==> config.mk <==
export PLATFORM = sky130hd
export DESIGN_NAME = page_replacement_fifo_lru
export DESIGN_NICKNAME = d
export VERILOG_FILES = /design/src/rtl/plr_pkg.sv /design/src/rtl/plr_queue.sv /design/src/rtl/plr_back.sv /design/src/rtl/page_replacement_fifo_lru.sv
export SDC_FILE = /design/constraint.sdc
export NUM_CORES = 1
export LEC_CHECK = 0
export ABC_AREA = 1
export ABC_CLOCK_PERIOD_IN_PS = 3600
export BUFFER_PORTS_ARGS = -buffer_cell sky130_fd_sc_hd__buf_2
export CAP_MARGIN = 20
export CORE_ASPECT_RATIO = 0.6
export CORE_UTILIZATION = 45
export CTS_CLUSTER_DIAMETER = 150
export DETAILED_ROUTE_END_ITERATION = 7
export GPL_TIMING_DRIVEN = 0
export PLACE_DENSITY = 0.64
export REMOVE_ABC_BUFFERS = 1
export SLEW_MARGIN = 20
export SYNTH_ARGS = -nofsm -noshare
export SYNTH_HDL_FRONTEND = slang
export SYNTH_HIERARCHICAL = 1
export SYNTH_SLANG_ARGS = --single-unit
==> constraint.sdc <==
create_clock -name clk -period 3.6 [get_ports clk]
set_clock_uncertainty 0.15 [all_clocks]
set_input_delay 0.72 -clock clk [delete_from_list [all_inputs] [get_ports clk]]
set_output_delay 0.72 -clock clk [all_outputs]
set_load 0.005 [all_outputs]
==> src/rtl/plr_pkg.sv <==
`timescale 1ns / 1ps

package plr_pkg;

  // fixed field widths of the page and result words
  localparam int PAGE_W      = 4;
  localparam int FRAME_OUT_W = 3;
  localparam int COUNT_W     = 16;

  // default table size
  localparam int FRAMES_DEF  = 8;

  // sequencer states of the back end
  typedef enum logic [1:0] {
    ST_IDLE,
    ST_SCAN,
    ST_UPD
  } state_t;

  // one request word between the input queue and the back end
  typedef struct packed {
    logic              valid;
    logic [PAGE_W-1:0] page;
  } req_t;

  // one result word
  typedef struct packed {
    logic                   page_fault;
    logic [FRAME_OUT_W-1:0] frame_index;
    logic                   evicted_valid;
    logic [PAGE_W-1:0]      evicted_page;
    logic [COUNT_W-1:0]     fault_total;
  } result_t;

endpackage

==> src/rtl/plr_queue.sv <==
`timescale 1ns / 1ps

module plr_queue #(
  parameter int W = plr_pkg::PAGE_W
) (
  input  logic         clk,
  input  logic         rst_n,
  input  logic         push,
  input  logic [W-1:0] wdata,
  output logic         full,
  input  logic         pop,
  output logic [W-1:0] rdata,
  output logic         empty
);
  import plr_pkg::*;

  logic [W-1:0] mem_r [2];
  logic         wptr_r, wptr_nxt;
  logic         rptr_r, rptr_nxt;
  logic [1:0]   count_r, count_nxt;
  logic         do_push;
  logic         do_pop;

  // handshake qualification
  assign full    = (count_r == 2'd2);
  assign empty   = (count_r == 2'd0);
  assign do_push = push && !full;
  assign do_pop  = pop && !empty;
  assign rdata   = mem_r[rptr_r];

  // pointer and fill count next values
  always_comb begin
    wptr_nxt  = do_push ? ~wptr_r : wptr_r;
    rptr_nxt  = do_pop ? ~rptr_r : rptr_r;
    count_nxt = count_r;
    if (do_push && !do_pop) begin
      count_nxt = count_r + 2'd1;
    end else if (do_pop && !do_push) begin
      count_nxt = count_r - 2'd1;
    end
  end

  always_ff @(posedge clk) begin
    if (!rst_n) begin
      wptr_r  <= 1'b0;
      rptr_r  <= 1'b0;
      count_r <= 2'd0;
    end else begin
      wptr_r  <= wptr_nxt;
      rptr_r  <= rptr_nxt;
      count_r <= count_nxt;
    end
  end

  // storage, no reset
  always_ff @(posedge clk) begin
    if (do_push) begin
      mem_r[wptr_r] <= wdata;
    end
  end

endmodule

==> src/rtl/plr_back.sv <==
`timescale 1ns / 1ps

module plr_back #(
  parameter int FRAMES = plr_pkg::FRAMES_DEF
) (
  input  logic             clk,
  input  logic             rst_n,
  input  logic             policy,
  input  plr_pkg::req_t    req,
  output logic             req_pop,
  input  logic             res_full,
  output logic             res_push,
  output plr_pkg::result_t res
);
  import plr_pkg::*;

  localparam int FW = $clog2(FRAMES);
  localparam int RW = $clog2(FRAMES);
  localparam logic [FW-1:0] LAST = FW'(FRAMES - 1);

  // frame table
  logic [PAGE_W-1:0]  page_mem_r [FRAMES];
  logic [FRAMES-1:0]  valid_r;
  logic [RW-1:0]      rank_r [FRAMES];
  logic [FW-1:0]      fptr_r;
  logic [COUNT_W-1:0] cnt_r;

  // sequencer and scan results
  state_t             state_r, state_nxt;
  logic [FW-1:0]      idx_r;
  logic [PAGE_W-1:0]  page_r;
  logic               hit_r;
  logic [FW-1:0]      hit_f_r;
  logic [RW-1:0]      hit_rk_r;
  logic               emp_r;
  logic [FW-1:0]      emp_f_r;
  logic [RW-1:0]      best_rk_r;
  logic [FW-1:0]      best_f_r;
  logic [PAGE_W-1:0]  best_pg_r;
  logic [RW-1:0]      fifo_rk_r;
  logic [PAGE_W-1:0]  fifo_pg_r;

  logic               cur_v;
  logic [PAGE_W-1:0]  cur_pg;
  logic [RW-1:0]      cur_rk;

  logic [FW-1:0]      sel_f;
  logic [RW-1:0]      sel_old;
  logic [PAGE_W-1:0]  sel_pg;
  logic               ev_valid;
  logic [COUNT_W-1:0] cnt_nxt;
  logic [FW-1:0]      fptr_nxt;
  logic [FW+FRAME_OUT_W-1:0] frame_ext;

  // frame under the scan index
  assign cur_v  = valid_r[idx_r];
  assign cur_pg = page_mem_r[idx_r];
  assign cur_rk = rank_r[idx_r];

  // next state
  always_comb begin
    state_nxt = state_r;
    unique case (state_r)
      ST_IDLE: begin
        if (req.valid && !res_full) begin
          state_nxt = ST_SCAN;
        end
      end
      ST_SCAN: begin
        if (idx_r == LAST) begin
          state_nxt = ST_UPD;
        end
      end
      ST_UPD: begin
        state_nxt = ST_IDLE;
      end
      default: begin
        state_nxt = ST_IDLE;
      end
    endcase
  end

  // handshake outputs
  always_comb begin
    req_pop  = 1'b0;
    res_push = 1'b0;
    unique case (state_r)
      ST_IDLE: req_pop  = req.valid && !res_full;
      ST_SCAN: req_pop  = 1'b0;
      ST_UPD:  res_push = 1'b1;
      default: req_pop  = 1'b0;
    endcase
  end

  // target frame: hit, lowest empty, or victim by policy
  always_comb begin
    sel_f   = fptr_r;
    sel_old = fifo_rk_r;
    sel_pg  = fifo_pg_r;
    priority if (hit_r) begin
      sel_f   = hit_f_r;
      sel_old = hit_rk_r;
    end else if (emp_r) begin
      sel_f   = emp_f_r;
    end else if (policy) begin
      sel_f   = best_f_r;
      sel_old = best_rk_r;
      sel_pg  = best_pg_r;
    end else begin
      sel_f   = fptr_r;
    end
  end

  assign ev_valid  = !hit_r && !emp_r;
  assign cnt_nxt   = (cnt_r != '1) ? cnt_r + COUNT_W'(1) : cnt_r;
  assign fptr_nxt  = (sel_f == LAST) ? '0 : sel_f + FW'(1);
  assign frame_ext = {{FRAME_OUT_W{1'b0}}, sel_f};

  // result word
  always_comb begin
    res.page_fault    = !hit_r;
    res.frame_index   = frame_ext[FRAME_OUT_W-1:0];
    res.evicted_valid = ev_valid;
    res.evicted_page  = ev_valid ? sel_pg : '0;
    res.fault_total   = hit_r ? cnt_r : cnt_nxt;
  end

  // sequencer and scan bookkeeping
  always_ff @(posedge clk) begin
    if (!rst_n) begin
      state_r <= ST_IDLE;
      idx_r   <= '0;
      hit_r   <= 1'b0;
      emp_r   <= 1'b0;
    end else begin
      state_r <= state_nxt;
      if (req_pop) begin
        idx_r <= '0;
        hit_r <= 1'b0;
        emp_r <= 1'b0;
      end else if (state_r == ST_SCAN) begin
        idx_r <= (idx_r == LAST) ? '0 : idx_r + FW'(1);
        if (cur_v && cur_pg == page_r && !hit_r) begin
          hit_r <= 1'b1;
        end
        if (!cur_v && !emp_r) begin
          emp_r <= 1'b1;
        end
      end
    end
  end

  // scan payload captures
  always_ff @(posedge clk) begin
    if (req_pop) begin
      page_r <= req.page;
    end
    if (state_r == ST_SCAN) begin
      if (cur_v && cur_pg == page_r && !hit_r) begin
        hit_f_r  <= idx_r;
        hit_rk_r <= cur_rk;
      end
      if (!cur_v && !emp_r) begin
        emp_f_r <= idx_r;
      end
      if (idx_r == '0 || cur_rk > best_rk_r) begin
        best_rk_r <= cur_rk;
        best_f_r  <= idx_r;
        best_pg_r <= cur_pg;
      end
      if (idx_r == fptr_r) begin
        fifo_rk_r <= cur_rk;
        fifo_pg_r <= cur_pg;
      end
    end
  end

  // table update: valid marks, ranks, pointer, fault count
  always_ff @(posedge clk) begin
    if (!rst_n) begin
      valid_r <= '0;
      fptr_r  <= '0;
      cnt_r   <= '0;
      for (int g = 0; g < FRAMES; g++) begin
        rank_r[g] <= '0;
      end
    end else if (state_r == ST_UPD) begin
      for (int g = 0; g < FRAMES; g++) begin
        if (FW'(g) == sel_f) begin
          rank_r[g] <= '0;
        end else if (valid_r[g] && ((!hit_r && emp_r) || rank_r[g] < sel_old)) begin
          rank_r[g] <= rank_r[g] + RW'(1);
        end
      end
      if (!hit_r) begin
        valid_r[sel_f] <= 1'b1;
        fptr_r         <= fptr_nxt;
        cnt_r          <= cnt_nxt;
      end
    end
  end

  // page store, no reset
  always_ff @(posedge clk) begin
    if (state_r == ST_UPD && !hit_r) begin
      page_mem_r[sel_f] <= page_r;
    end
  end

  // result space was checked before the scan started
  a_upd_room: assert property (@(posedge clk) disable iff (!rst_n)
    state_r == ST_UPD |-> !res_full)
    else $error("result queue full at update");

  // a hit always names a valid frame
  a_hit_valid: assert property (@(posedge clk) disable iff (!rst_n)
    (state_r == ST_UPD && hit_r) |-> valid_r[hit_f_r])
    else $error("hit on an empty frame");

  // fault count never goes down
  a_cnt_mono: assert property (@(posedge clk) disable iff (!rst_n)
    $past(rst_n) |-> cnt_r >= $past(cnt_r))
    else $error("fault count decreased");

  // scan restarts at frame zero on every new word
  a_scan_start: assert property (@(posedge clk) disable iff (!rst_n)
    req_pop |=> (state_r == ST_SCAN && idx_r == '0))
    else $error("scan did not start at frame zero");

endmodule

==> src/rtl/page_replacement_fifo_lru.sv <==
`timescale 1ns / 1ps
// Page replacement table, FIFO or least recently used.
// Input channel: drive in_page_number and raise in_push; the word is taken
// at a clock edge with in_push high and in_full low. A two-word input queue
// sits in front of the table.
// Result channel: while out_empty is low the oldest result is on the out_
// ports; raise out_pop to take it. A two-word result queue decouples the
// table from the receiver, so a stalled receiver only stops the block once
// both result words are waiting.
// Config channel: cfg_ready is always high; bit cfg_data selects the policy
// (0 round robin, 1 least recently used). Write it only while idle.
// Timing: the table sequencer takes a word in its idle state, scans all
// FRAMES frames (one frame per cycle for hit, empty and victim) and then
// updates the table in its update state; the next word is taken after that.
// Reset (rst_n low, synchronous) empties both queues, marks all frames
// empty, clears ranks, the round-robin pointer, the fault count and selects
// round robin. No clearing pass is needed.

module page_replacement_fifo_lru #(
  parameter int FRAMES = plr_pkg::FRAMES_DEF
) (
  input  logic                              clk,
  input  logic                              rst_n,
  input  logic                              in_push,
  input  logic [plr_pkg::PAGE_W-1:0]        in_page_number,
  output logic                              in_full,
  output logic                              out_empty,
  input  logic                              out_pop,
  output logic                              out_page_fault,
  output logic [plr_pkg::FRAME_OUT_W-1:0]   out_frame_index,
  output logic                              out_evicted_valid,
  output logic [plr_pkg::PAGE_W-1:0]        out_evicted_page,
  output logic [plr_pkg::COUNT_W-1:0]       out_fault_total,
  input  logic                              cfg_valid,
  output logic                              cfg_ready,
  input  logic                              cfg_data
);
  import plr_pkg::*;

  localparam int RES_W = $bits(result_t);

  logic              policy_r;
  logic              iq_empty;
  logic [PAGE_W-1:0] iq_page;
  req_t              req;
  logic              req_pop;
  logic              res_full;
  logic              res_push;
  result_t           res;
  result_t           res_q;
  logic [RES_W-1:0]  res_q_bits;

  // policy register
  assign cfg_ready = 1'b1;

  always_ff @(posedge clk) begin
    if (!rst_n) begin
      policy_r <= 1'b0;
    end else if (cfg_valid && cfg_ready) begin
      policy_r <= cfg_data;
    end
  end

  // input queue
  plr_queue #(
    .W (PAGE_W)
  ) u_front (
    .clk   (clk),
    .rst_n (rst_n),
    .push  (in_push),
    .wdata (in_page_number),
    .full  (in_full),
    .pop   (req_pop),
    .rdata (iq_page),
    .empty (iq_empty)
  );

  assign req.valid = !iq_empty;
  assign req.page  = iq_page;

  // table sequencer
  plr_back #(
    .FRAMES (FRAMES)
  ) u_back (
    .clk      (clk),
    .rst_n    (rst_n),
    .policy   (policy_r),
    .req      (req),
    .req_pop  (req_pop),
    .res_full (res_full),
    .res_push (res_push),
    .res      (res)
  );

  // result queue
  plr_queue #(
    .W (RES_W)
  ) u_resq (
    .clk   (clk),
    .rst_n (rst_n),
    .push  (res_push),
    .wdata (res),
    .full  (res_full),
    .pop   (out_pop),
    .rdata (res_q_bits),
    .empty (out_empty)
  );

  assign res_q             = res_q_bits;
  assign out_page_fault    = res_q.page_fault;
  assign out_frame_index   = res_q.frame_index;
  assign out_evicted_valid = res_q.evicted_valid;
  assign out_evicted_page  = res_q.evicted_page;
  assign out_fault_total   = res_q.fault_total;

endmodule
==> results.md <==
* Status: finished clean
* Pin count of the biggest net entering global routing at 31
* Leading cell type in the layout, fill and taps excluded: nand2_1
* Effective utilization at floorplan at between 40% and 50%
* Final instance area at about 0.011 mm²
* TritonCTS clock tree: done
* Antenna violation net count after detailed routing at 0
* Global-route wire length before repair at 32.5 mm
* Worst-path fanout max at 29
* Vias post-DR at 6468
* Final-layout fill cell count at about 1800
* Final Cycle Share at about nine tenths
* Critical path arrival at 3.24 ns
* Synth unique cells at 50
* Core Box Area at 0.0204 mm²
* Post-CTS Setup Bufs at 0
* CTS Root Cell: clkbuf_16
* Period minus WS final at around 3.3 ns
* Routability cong. at 0.852
* Mapped Area at between 0.009 and 0.01 mm²
* DRT Pass-1 Iters at 5
* CTS buffer count at 17
* Placed Area at around 0.01 mm²
* Clock sinks at 192
* Most frequent cells in the layout: nand2_1 (160), edfxtp_1 (144), nor2_1 (123)
* Post-detail-place hpwl at about 15 mm
* Worst setup path class: reg2reg
* R2r setup slk at about 0.30 ns
* Final TNS setup at 0 ns
* Ratio of cells with drive above 1 in the final layout at between 10% and 20%
* Initial DRC Count at 689
* Cell count after synthesis at ~950
* Required @ worst endpoint at ~3.5 ns
* Number of hold violations in the final report at 0
* Number of global-route vias before repair at 5948
* DRC Markers at 0
* FF+latch count, synth at 192
* Die area at ~0.022 mm²
* RR Endpoint: u_back/best_pg_r[0]
* Antenna Diode Count at 0
* CP endpoint kind: flop
* R2R depth at 10
* Clk Latency, worst-skew pair at between 0.4 and 0.5 ns
* DR vias/cell at about 5.1
* Final #Nets at a little over 1000
* Sequential fraction of the synthesis area at between 50% and 60%
* Port Buffers at 36
* Synth top area cells: edfxtp_1 (45%), dfxtp_1 (10%), nand2_1 (6.3%)
* H-tree depth at 4
* Initial antenna violation count at 0
* GR Overflow Total at 0
* Cell taking the most area after synthesis: edfxtp_1
* Die H at roughly 110 µm
* Avg Cell Area, Syn at 9.99 µm²
* Worst Max-Slew Pin Slew at around 0.85 ns
* VDD IR max at 378 µV
* Ys flop type: edfxtp_1
* Leak Pwr at approximately 4.3 nW
* Hold bufs inserted after CTS at 0
* Area Overhead vs Synth at 10.9%
* Hold Slack at 0.317 ns
* CP Launch Type: flop
* Layout Utilization at roughly 52%
* Max clock buf depth at 2
* Synth warnings at 6
* Post-synth EDFFs at between 100 and 150
* Max-cap violation count at 0
* Post-synth ARST share at 0%
* IO Pins at 38
* PD cells at 570 mW/mm²
* Total track usage at about a fifth
* Final Max Slew Viols at 0
* Die Width at roughly 190 µm
* Crit path capture: u_back/best_pg_r[0]
* Area fraction of the dominant cell type after synthesis at between 40% and 50%
* Drt wl/cell at about 16 µm
* # setup viols final at 0
* Slew HR at 43.3%
* Hold crit path type: in2reg
* Reg clk slew, reported paths at ~0.070 ns
* FP Rows at 40
* Fmax at between 300 and 400 MHz
* Routed wire length at between 20 and 25 mm
[where the power goes]
part	switching [W]	internal (W)	leakage, nW
sequential	0.000214	0.00267	1.71
clock	0.000904	0.000996	0.292
combinational	0.000819	0.000421	2.31
[per-stage QoR]
step | std cells | total power [W] | setup WS, ns
after floorplan | 929 | 0.00375 | 0.523
after global placement | 1238 | 0.00410 | -0.588
after detailed placement | 1242 | 0.00415 | -0.615
after CTS | 1274 | 0.00605 | 0.103
after global routing | 1274 | 0.00636 | -0.00115
final | 1274 | 0.00602 | 0.302
[repair_timing]
action | CTS | global route
pin swaps | 0 | 0
resized for setup | 2 | 2
cloned | 0 | 0
endpoints found under the hold margin | 0 | 0
setup endpoints to repair | 10 | 10
[registers in the layout, indices dropped and copies added (netlist names), 3 cells and up, named ones only]
signal and cells:
u_back/hit_f_r 3, u_back/fptr_r 3, u_back/best_pg_r 4, u_back/page_mem_r 32, u_back/fifo_rk_r 3, u_back/page_r 4, u_back/rank_r 24, u_back/idx_r 3
u_front/mem_r 8, u_back/best_f_r 3, u_back/valid_r 8, u_resq/mem_r 50, u_back/cnt_r 16, u_back/hit_rk_r 3, u_back/best_rk_r 3, u_back/fifo_pg_r 4
u_back/emp_f_r 3
[layout make-up]
type	count	area [µm²]	share of cell area, %
Sequential cell	192	5290	50.1
Multi-Input combinational cell	600	3570	33.8
Inverter	137	522	4.94
Clock buffer	18	429	4.06
Tap cell	273	342	3.23
Timing Repair Buffer	40	245	2.32
Clock inverter	14	161	1.53
[worst min-delay path by stage]
stage	start	end	cells after the start
floorplan	u_back/valid_r[1]	u_back/valid_r[1]	2
global placement	u_back/valid_r[1]	u_back/valid_r[1]	2
detailed placement	u_back/valid_r[1]	u_back/valid_r[1]	2
CTS	in_page_number[2]	u_front/mem_r[1][2]	1
global route	in_page_number[2]	u_front/mem_r[1][2]	1
finish	in_page_number[2]	u_front/mem_r[1][2]	1
[cells in the mapped netlist (all sizes together), types with 4 or more instances]
| cell | number |
|---|---|
| a21oi | 31 |
| a31oi | 4 |
| buf | 18 |
| clkbuf | 6 |
| dfxtp | 48 |
| edfxtp | 144 |
| ha | 39 |
| inv | 136 |
| mux2 | 29 |
| nand2 | 170 |
| nand3 | 72 |
| nand4 | 11 |
| nor2 | 140 |
| nor3 | 9 |
| o21ai | 58 |
| o22ai | 6 |
| xnor2 | 8 |
| xor2 | 7 |
[cell families (layout without fill, tap and decap cells)]
group	Yosys count	count (layout)	share of synthesized area, %
other	1	1	0.0394
flip-flops	192	192	55.5
AO/OA/AOI/OAI	108	108	6.60
XOR/XNOR	15	15	1.38
multiplexers	29	29	4.22
buffers and inverters	161	209	7.30
adder cells (fa/ha/maj)	39	39	5.13
AND/OR/NAND/NOR	408	408	19.8
[layer usage]
layer,track usage [%],wire length (µm),vias to the layer above,part of all wire (%)
met1,32.2,11200,3026,55
li1,-,-,3252,-
met4,4.62,72,0,0.35
met2,25.8,7750,183,38
met3,4.63,1280,7,6.3
met5,0,0,-,0
[worst max-delay path: stages, from the launching register on]
cell	delay, ns
dfxtp_2	0.73
inv_2	0.37
o21ai_0	0.28
o22ai_1	0.09
nor2_1	0.09
a31oi_1	0.11
ha_1	0.38
nand2_1	0.06
o21ai_0	0.14
nand2_1	0.15
a21oi_4	0.38
Note: power is estimated with default switching activity, not from simulation.
